**src/ddip_pkg.sv**
```systemverilog
// Shared types and constants of the delimited decimal integer parser.
package ddip_pkg;

   localparam logic [7:0] DIVIDER_RESET = 8'd44;
   localparam logic [7:0] CHAR_TAB      = 8'h09;
   localparam logic [7:0] CHAR_CR       = 8'h0D;
   localparam logic [7:0] CHAR_SPACE    = 8'h20;
   localparam logic [7:0] CHAR_PLUS     = 8'h2B;
   localparam logic [7:0] CHAR_MINUS    = 8'h2D;
   localparam logic [7:0] CHAR_ZERO     = 8'h30;
   localparam logic [7:0] CHAR_NINE     = 8'h39;

   localparam logic [35:0] LIMIT_POS = 36'h07FFFFFFF;
   localparam logic [35:0] LIMIT_NEG = 36'h080000000;

   typedef enum logic [1:0] {
      PH_SKIP   = 2'd0,
      PH_DIGITS = 2'd1,
      PH_STOP   = 2'd2
   } phase_type;

   typedef struct packed {
      logic        nonempty;
      phase_type   phase;
      logic        negative;
      logic [31:0] acc;
      logic        ovf;
   } frag_state_type;

   typedef struct packed {
      logic signed [31:0] int_value;
      logic               value_present;
      logic               overflowed;
      logic               text_done;
   } rsp_word_type;

endpackage

```
**src/ddip_step.sv**
```systemverilog
// Per-character fragment parse step: next fragment state and the optional result word.
module ddip_step (
   input  ddip_pkg::frag_state_type state_cur,
   input  logic [7:0]               char_byte,
   input  logic                     end_marker,
   input  logic [7:0]               divider_char,
   output ddip_pkg::frag_state_type state_nxt,
   output logic                     has_result,
   output ddip_pkg::rsp_word_type   result
);

   logic        is_space;
   logic        is_digit;
   logic [3:0]  digit;
   logic [35:0] acc_ext;
   logic [35:0] acc_next;
   logic [35:0] limit;
   logic        digit_ovf;
   logic [31:0] signed_val;

   assign is_space = (char_byte == ddip_pkg::CHAR_SPACE) ||
                     ((char_byte >= ddip_pkg::CHAR_TAB) && (char_byte <= ddip_pkg::CHAR_CR));
   assign is_digit = (char_byte >= ddip_pkg::CHAR_ZERO) && (char_byte <= ddip_pkg::CHAR_NINE);
   assign digit    = 4'(char_byte - ddip_pkg::CHAR_ZERO);

   // Multiply by ten as two shifts and an add, kept wide to see overflow.
   assign acc_ext   = {4'b0000, state_cur.acc};
   assign acc_next  = (acc_ext << 3) + (acc_ext << 1) + {32'd0, digit};
   assign limit     = state_cur.negative ? ddip_pkg::LIMIT_NEG : ddip_pkg::LIMIT_POS;
   assign digit_ovf = acc_next > limit;

   assign signed_val = state_cur.negative ? (32'd0 - state_cur.acc) : state_cur.acc;

   always_comb begin
      state_nxt  = state_cur;
      has_result = 1'b0;
      result     = '0;
      if (end_marker) begin
         has_result       = 1'b1;
         result.text_done = 1'b1;
         if (state_cur.nonempty) begin
            result.int_value     = signed_val;
            result.value_present = 1'b1;
            result.overflowed    = state_cur.ovf;
         end
         state_nxt = '0;
      end else if (char_byte == divider_char) begin
         if (state_cur.nonempty) begin
            has_result           = 1'b1;
            result.int_value     = signed_val;
            result.value_present = 1'b1;
            result.overflowed    = state_cur.ovf;
         end
         state_nxt = '0;
      end else begin
         state_nxt.nonempty = 1'b1;
         case (state_cur.phase)
            ddip_pkg::PH_SKIP: begin
               if (is_space) begin
                  state_nxt.phase = ddip_pkg::PH_SKIP;
               end else if (char_byte == ddip_pkg::CHAR_PLUS) begin
                  state_nxt.phase = ddip_pkg::PH_DIGITS;
               end else if (char_byte == ddip_pkg::CHAR_MINUS) begin
                  state_nxt.negative = 1'b1;
                  state_nxt.phase    = ddip_pkg::PH_DIGITS;
               end else if (is_digit) begin
                  state_nxt.acc   = acc_next[31:0];
                  state_nxt.ovf   = state_cur.ovf | digit_ovf;
                  state_nxt.phase = ddip_pkg::PH_DIGITS;
               end else begin
                  state_nxt.phase = ddip_pkg::PH_STOP;
               end
            end
            ddip_pkg::PH_DIGITS: begin
               if (is_digit) begin
                  state_nxt.acc = acc_next[31:0];
                  state_nxt.ovf = state_cur.ovf | digit_ovf;
               end else begin
                  state_nxt.phase = ddip_pkg::PH_STOP;
               end
            end
            default: begin
               state_nxt.phase = state_cur.phase;
            end
         endcase
      end
   end

endmodule

```
**src/ddip_out_reg.sv**
```systemverilog
// Result register that holds one result word until the consumer takes it.
module ddip_out_reg (
   input  logic                   clock,
   input  logic                   reset,
   input  logic                   load,
   input  ddip_pkg::rsp_word_type load_word,
   input  logic                   rsp_ready,
   output logic                   rsp_valid,
   output ddip_pkg::rsp_word_type rsp_word,
   output logic                   room
);

   logic                   valid_ff;
   logic                   valid_in;
   ddip_pkg::rsp_word_type word_ff;

   assign room     = !valid_ff || rsp_ready;
   assign valid_in = load ? 1'b1 : (valid_ff && !rsp_ready);

   always_ff @(posedge clock) begin
      if (reset) begin
         valid_ff <= 1'b0;
      end else begin
         valid_ff <= valid_in;
      end
   end

   always_ff @(posedge clock) begin
      if (load) begin
         word_ff <= load_word;
      end
   end

   assign rsp_valid = valid_ff;
   assign rsp_word  = word_ff;

endmodule

```
**src/delimited_decimal_int_parser_unit.sv**
```systemverilog
// Top level of the delimited decimal integer parser.
//
// The unit takes a text one character word per cycle on the req_ channel and splits it on
// the divider byte held in the csr_ register (reset value ',' = 44). Every non-empty fragment
// is converted like atoi: leading whitespace is skipped, one '+' or '-' is taken, digits are
// accumulated until the first non-digit, and a fragment without digits reads as zero. A
// fragment's result word leaves on the rsp_ channel when its closing divider arrives; empty
// fragments give nothing. An end-of-text word always gives exactly one result with
// text_done set, and value_present tells whether it carries a last value. Overflow wraps the
// value modulo 2^32 and sets the overflowed flag. The unit sustains one character word per
// cycle unless stalled: a word waits in the input register and is parsed in one pass (a
// compare plus a multiply by ten and add on the fragment accumulator). Its result word is
// registered in the output register driving rsp_ and held there until taken. Backpressure
// from rsp_ready stalls the input register only when the stalled word itself has a result to
// deliver. The divider should be written only while no text is in flight.
module delimited_decimal_int_parser_unit (
   input  logic               clock,
   input  logic               reset,
   // Character words.
   input  logic               req_valid,
   output logic               req_ready,
   input  logic [7:0]         req_char_byte,
   input  logic               req_end_marker,
   // Result words.
   output logic               rsp_valid,
   input  logic               rsp_ready,
   output logic signed [31:0] rsp_int_value,
   output logic               rsp_value_present,
   output logic               rsp_overflowed,
   output logic               rsp_text_done,
   // Divider register write.
   input  logic               csr_valid,
   output logic               csr_ready,
   input  logic [7:0]         csr_divider_char
);

   // Divider register; writes are always taken.
   logic [7:0] divider_ff;

   assign csr_ready = 1'b1;

   always_ff @(posedge clock) begin
      if (reset) begin
         divider_ff <= ddip_pkg::DIVIDER_RESET;
      end else if (csr_valid) begin
         divider_ff <= csr_divider_char;
      end
   end

   // Input register: one character word waiting to be parsed.
   logic       in_valid_ff;
   logic       in_valid_in;
   logic [7:0] in_char_ff;
   logic       in_end_ff;

   // Fragment state carried from one character to the next.
   ddip_pkg::frag_state_type state_ff;
   ddip_pkg::frag_state_type state_in;
   ddip_pkg::frag_state_type step_state;

   logic                   step_has_result;
   ddip_pkg::rsp_word_type step_result;
   ddip_pkg::rsp_word_type out_word;
   logic                   out_room;
   logic                   advance;
   logic                   accept;

   ddip_step u_step (
      .state_cur    (state_ff),
      .char_byte    (in_char_ff),
      .end_marker   (in_end_ff),
      .divider_char (divider_ff),
      .state_nxt    (step_state),
      .has_result   (step_has_result),
      .result       (step_result)
   );

   // The held word is parsed and retired when its result, if any, fits in the output
   // register. Words without a result never wait on the consumer.
   assign advance   = in_valid_ff && (!step_has_result || out_room);
   assign req_ready = !in_valid_ff || advance;
   assign accept    = req_valid && req_ready;

   assign in_valid_in = accept ? 1'b1 : (in_valid_ff && !advance);
   assign state_in    = advance ? step_state : state_ff;

   always_ff @(posedge clock) begin
      if (reset) begin
         in_valid_ff <= 1'b0;
         state_ff    <= '0;
      end else begin
         in_valid_ff <= in_valid_in;
         state_ff    <= state_in;
      end
   end

   always_ff @(posedge clock) begin
      if (accept) begin
         in_char_ff <= req_char_byte;
         in_end_ff  <= req_end_marker;
      end
   end

   ddip_out_reg u_out_reg (
      .clock     (clock),
      .reset     (reset),
      .load      (advance && step_has_result),
      .load_word (step_result),
      .rsp_ready (rsp_ready),
      .rsp_valid (rsp_valid),
      .rsp_word  (out_word),
      .room      (out_room)
   );

   assign rsp_int_value     = out_word.int_value;
   assign rsp_value_present = out_word.value_present;
   assign rsp_overflowed    = out_word.overflowed;
   assign rsp_text_done     = out_word.text_done;

endmodule

```
**config.mk**
```make
export PLATFORM = sky130hd
export DESIGN_NAME = delimited_decimal_int_parser_unit
export DESIGN_NICKNAME = d
export VERILOG_FILES = /design/src/ddip_pkg.sv /design/src/ddip_step.sv /design/src/ddip_out_reg.sv /design/src/delimited_decimal_int_parser_unit.sv
export SDC_FILE = /design/constraint.sdc
export NUM_CORES = 1
export LEC_CHECK = 0
export ABC_CLOCK_PERIOD_IN_PS = 4900
export BUFFER_PORTS_ARGS = -buffer_cell sky130_fd_sc_hd__buf_2
export CORE_MARGIN = 1
export CORE_UTILIZATION = 50
export CTS_CLUSTER_SIZE = 28
export DETAILED_ROUTE_END_ITERATION = 10
export PLACE_DENSITY_LB_ADDON = 0.1
export SLEW_MARGIN = 20
export SYNTH_ARGS = -nofsm -noshare
export SYNTH_HDL_FRONTEND = slang
export SYNTH_SLANG_ARGS = --single-unit
export TNS_END_PERCENT = 30
```
**constraint.sdc**
```tcl
create_clock -name clock -period 4.9 [get_ports clock]
set_input_delay 0.98 -clock clock [delete_from_list [all_inputs] [get_ports clock]]
set_output_delay 0.98 -clock clock [all_outputs]
set_load 0.02 [all_outputs]
```
# After elaboration in Yosys (flattened, before gate mapping)
# Index checks and enable logic that the tools add are counted.
[totals]
ff_bits = 91
word_cells = 84
[op_classes]
add_sub_neg = 4
n_eq_ne = 11
magnitude_cmp = 5
mux = 26
bitwise_logic = 1
reduce_logical = 23
[op_table]
columns = ["cell", "n"]
rows = [
  ["$mux 34", 5],
  ["$mux 37", 2],
  ["$mux 33", 2],
  ["$pmux 33 s2", 1],
  ["$mux 32", 2],
  ["$add 35x33->36", 1],
  ["$add 36x4->36", 1],
  ["$gt 36x36->1", 1],
  ["$sub 1x32->32 const A", 1],
  ["$eq 8x6->1 const B", 3],
  ["$mux 2", 5],
  ["$reduce_and 5->1", 2],
  ["$eq 8x8->1", 1],
  ["$ge 8x4->1 const B", 1],
  ["$ge 8x6->1 const B", 1],
  ["$le 8x4->1 const B", 1],
  ["$le 8x6->1 const B", 1],
  ["$mux 1", 8],
  ["$ne 4x3->1 const B", 2],
  ["$ne 4x4->1 const B", 2],
  ["$logic_and 1x1->1", 7],
  ["$reduce_bool 3->1", 2],
  ["$logic_not 1->1", 5],
  ["$logic_or 1x1->1", 4],
  ["9 further kinds", 9],
]

# Longest topological paths before layout
[depth]
ltp_word = 11
depth_mapped = 19
mapped_depth_nobuf = 19

# By module
# From an unflattened synthesis, not the netlist that was laid out.
[hier_totals]
hier_cells = 899
hier_area_um2 = 7776.2
[by_module_without_submodules]
columns = ["module", "n_inst", "cells_each", "area_per_inst_um2"]
rows = [
  ["ddip_step", 1, 655, 4374.2],
  ["delimited_decimal_int_parser_unit", 1, 205, 2304.7],
  ["ddip_out_reg", 1, 39, 1097.3],
]

# Worst setup path after synthesis
# OpenSTA, ideal clock, no wires.
[synth_path]
path_kind = "register -> register"
start = "reg in_char_ff[3]"
end = "reg state_ff[0] (netlist name)"
n_path_buf = 0
t_required_ps = 4766
stages_incl_launch_ff = 19
t_arrival_ps = 4156
period_less_slack_ps = 4290
slack_ps = 610
cell_sequence = "edfxtp_1 fa_1 fa_1 a211oi_1 o21ai_1 a31oi_4 o21ai_1 and3_1 or3_1 and2_1 ha_1 a21o_1 a21o_1 a21oi_1 nor3_1 a2111oi_0 o21ai_0 a21oi_1 a41oi_1"
[synth_between]
elab_chain_cells = 11
elab_cells_between_ends = 32
classes_between = "2 x add/sub; 5 x order compare; 7 x eq/ne; 9 x mux; 1 x bitwise; 8 x reduce/logical"
[synth_lines]
columns = ["item", "line", "rtl"]
rows = [
  ["start, declared", "delimited_decimal_int_parser_unit.sv:53", "logic [7:0] in_char_ff;"],
  ["start signal, assigned", "delimited_decimal_int_parser_unit.sv:99", "in_char_ff <= req_char_byte;"],
  ["$sub 4x1->4", "ddip_step.sv:24", "assign digit = 4'(char_byte - ddip_pkg::CHAR_ZERO);"],
  ["$add 36x4->36", "ddip_step.sv:28", "assign acc_next = (acc_ext << 3) + (acc_ext << 1) + {32'd0, digit};"],
  ["$gt 36x36->1", "ddip_step.sv:30", "assign digit_ovf = acc_next > limit;"],
  ["$or 1x1->1", "ddip_step.sv:68, ddip_step.sv:77", ""],
  ["$mux 33", "ddip_step.sv:66, ddip_step.sv:75", ""],
  ["$mux 33", "ddip_step.sv:63", "end else if (char_byte == ddip_pkg::CHAR_MINUS) begin"],
  ["$mux 34", "ddip_step.sv:61", "end else if (char_byte == ddip_pkg::CHAR_PLUS) begin"],
  ["$mux 34", "ddip_step.sv:59", "if (is_space) begin"],
  ["$pmux 33 s2", "ddip_step.sv:57", "case (state_cur.phase)"],
  ["$mux 37", "ddip_step.sv:47", "end else if (char_byte == divider_char) begin"],
  ["$mux 37", "ddip_step.sv:38", "if (end_marker) begin"],
  ["end signal, assigned", "delimited_decimal_int_parser_unit.sv:93", "state_ff <= state_in;"],
  ["end, declared", "delimited_decimal_int_parser_unit.sv:57", "ddip_pkg::frag_state_type state_ff;"],
]
# Several ways; a longest one is shown, not always the timed one. The select of a mux whose other input is x is not followed.
# A chain may end at the register's enable or synchronous reset.

# Worst setup path after layout
# Same ends and word-level chain as after synthesis.

==> metrics.yaml <==
clocking:
  clk_pin_slew_ns: 0.07
  cts_buffers: 9
  cts_max_level: 3
  clock-sinks: 91
  root_buffer: "clkbuf_16"
  clock_latency_ns: 0.35
  ctsHoldBuffers: 0
  cts-resized-gates: 0
  cts_tree: "yes"
  clk_path_buf_depth: 2
  post-cts-setup-buffers: 0
worst_setup_path:
  path_max_fanout: 4
  cp-end-kind: "flop"
  reg2regPathDepth: 16
  path_cells: "fa_1 > fa_1 > a211oi_2 > o21ai_1 > a31oi_4 > a21oi_2 > a2111oi_4 > o21ai_0 > xor2_1 > ha_1 > a21o_1 > a21o_1 > a2111oi_0 > o21ai_0 > a21oi_1 > a41oi_1"
  worstPathArrival_ns: 4.76
  r2r-start: "in_char_ff[3]$_DFFE_PP_"
  cp_slowest_stage_delay_ns: 0.55
  crit_type: "reg2reg"
  crit_start: "in_char_ff[3]$_DFFE_PP_"
  r2r_setup_slack_ns: 0.36
  slowest_stage: "fa_1"
  crit_path_end: "state_ff[0]$_SDFFE_PP0P_"
  critPathRequiredTime_ns: 5.12
  critical_path.startpoint_type: "flop"
  r2r-end: "state_ff[0]$_SDFFE_PP0P_"
final_layout:
  finalNetCount: 917
  fin_area_um2: 7690
  area_delta_synth_final_pct: 11.6
  drive_gt1_frac: 0.141
  antenna_cells: 0
synthesis:
  yosys.area.top_type: "edfxtp_1"
  ys_warn_count: 0
  syn-instance-count: 742
  synth.area.top_cells: "edfxtp_1 19%, ha_1 17%, dfxtp_1 14%"
  synth_top_family_by_area: "compound AO/OA/AOI/OAI gates"
  synth-compound-area-share: 0.210
  muxShareOfSynthArea: 0.00871
  yosysUniqueCellTypes: 71
  async_reset_ff_frac: 0
  synth-seq-cells: 91
  synth_xor_area_frac: 0.0813
  synth_flop_cell: "dfxtp_1"
  synth-edff-count: 44
  syn_area_um2: 6890
  syn_avg_cell_area_um2: 9.29
  synth_fa_ha_area_frac: 0.180
  synthDominantCellAreaShare: 0.192
  synthTopCellsByCount: "96 x ha_1, 96 x nor2_1, 47 x dfxtp_1"
  synth-simple-area-share: 0.162
  synth_nets: 862
  seq_area_frac_synth: 0.328
global_route:
  grt_max_degree: 52
  grtUsageTotal: 0.234
  grt_pass1_vias: 5431
  grt_overflow: 0
  grt_antenna_before_repair: 0
  grt_pass1_wl_mm: 26.4
detailed_routing:
  num_vias: 5683
  via_per_inst: 5.81
  drtIter0Drc: 291
  dr.pass1.iters: 4
  drc: 0
  wl_per_cell_um: 16.4
  antenna_left: 0
  routed_wl_mm: 16.0
die:
  core_um2: 13300
  dieArea_um2: 14300
  die_w_um: 119
  die_h_um: 119
  ios: 60
  row_count: 42
  initial_utilization: 0.516
place:
  gp_congestion: 0.876
  numPortBuffers: 58
  dp_hpwl_mm: 12.0
  place_area_um2: 7400
job:
  max_cap_violations: 0
sta:
  tns_ns: 0
  setup_viol: 0
  tightestPinTransition_ns: 0.952
  min_period_ns: 4.54
  relSlewSlack: 0.365
  post-route-period-util: 0.926
  finalHoldViolCount: 0
  slew_viol_final: 0
  fmax_ghz: 0.220
  grt_setup_unrepaired: "false"
  clock_skew_ns: 0.00984
power:
  power_leakage_nw: 3.59
  powerDensity_nw_per_um2: 204
  report.power.total_mw: 1.57
  ir_worst_vdd_mv: 0.187
hold_path:
  hp-class: "reg2reg"
outcome:
  status: "finished clean"
metrics by stage:
| stage | cells | hold slack [ns] | setup WS (ns) | utilization |
|---|---|---|---|---|
| after floorplan | 742 | 0.460 | 0.610 | - |
| after global placement | 962 | 0.472 | 0.418 | 0.554 |
| after detailed placement | 962 | 0.485 | 0.264 | 0.554 |
| after CTS | 978 | 0.496 | 0.239 | 0.576 |
| after global routing | 978 | 0.522 | 0.0268 | 0.576 |
| final | 978 | 0.499 | 0.361 | 0.576 |
how the worst min path moves through the flow:
stage                               from                        end  cells past startpoint
2_1_floorplan  state_ff[36]$_SDFFE_PP0P_  state_ff[36]$_SDFFE_PP0P_                      2
3_3_place_gp   state_ff[36]$_SDFFE_PP0P_  state_ff[36]$_SDFFE_PP0P_                      2
3_5_place_dp   state_ff[36]$_SDFFE_PP0P_  state_ff[36]$_SDFFE_PP0P_                      2
4_1_cts        state_ff[36]$_SDFFE_PP0P_  state_ff[36]$_SDFFE_PP0P_                      2
5_1_grt        state_ff[36]$_SDFFE_PP0P_  state_ff[36]$_SDFFE_PP0P_                      2
6_report       state_ff[36]$_SDFFE_PP0P_  state_ff[36]$_SDFFE_PP0P_                      2
cells by family (layout without fill, tap and decap cells):
kind of cell             Yosys count  count (layout)
AO/OA/AOI/OAI                    203             203
XOR/XNOR                          64              64
adder cells (fa/ha/maj)           98              98
buffers and inverters             52             112
flip-flops                        91              91
multiplexers                       6               6
other                              1               1
AND/OR/NAND/NOR                  227             227
placed cells by master, fill, tap and decap left out, types with 7 or more instances in the layout:
master,instances
nor2_1,96
ha_1,96
buf_2,58
a21oi_1,45
dfxtp_1,45
xor2_1,44
edfxtp_1,44
nand2_1,41
o21ai_0,31
inv_1,26
a22oi_1,26
a21o_1,24
xnor2_1,20
nand4_1,13
buf_4,11
nand3_1,10
clkbuf_16,10
nand3b_1,9
nor3_1,9
or3_1,7
and3_1,7
layer usage:
layer  GRT usage  routed length, um  up-vias
li1            -                  -     2868
met1       0.301               7570     2694
met2       0.395               7670      103
met3      0.0383                495       18
met4      0.0805                262        0
met5           0                  0        -
area by class of cell:
type / instances / area, um^2
Clock inverter: 5 / 35.0
Fill cell: 1241 / 5660
Inverter: 27 / 101
Timing Repair Buffer: 69 / 373
Clock buffer: 11 / 254
Multi-Input combinational cell: 599 / 4440
Tap cell: 176 / 220
Sequential cell: 91 / 2260
power by group:
| part | switching (mW) | total (mW) | internal [mW] |
|---|---|---|---|
| clock | 0.297 | 0.674 | 0.376 |
| sequential | 0.0102 | 0.819 | 0.808 |
| combinational | 0.0503 | 0.0803 | 0.0300 |
state kept, by name, summed over array words and instances (netlist names):
signal,cells
state_ff,37
in_valid_ff,1
divider_ff,8
u_out_reg.rsp_valid,1
in_char_ff,8
in_end_ff,1
u_out_reg.rsp_word,35
worst max-delay path, delay by kind of cell (launching register included):
| family | cells | cell delay [ns] |
|---|---|---|
| flip-flops | 1 | 0.42 |
| adder cells (fa/ha/maj) | 3 | 1.28 |
| XOR/XNOR | 1 | 0.20 |
| AO/OA/AOI/OAI | 12 | 2.54 |
Power figures use the tool's default switching activity.
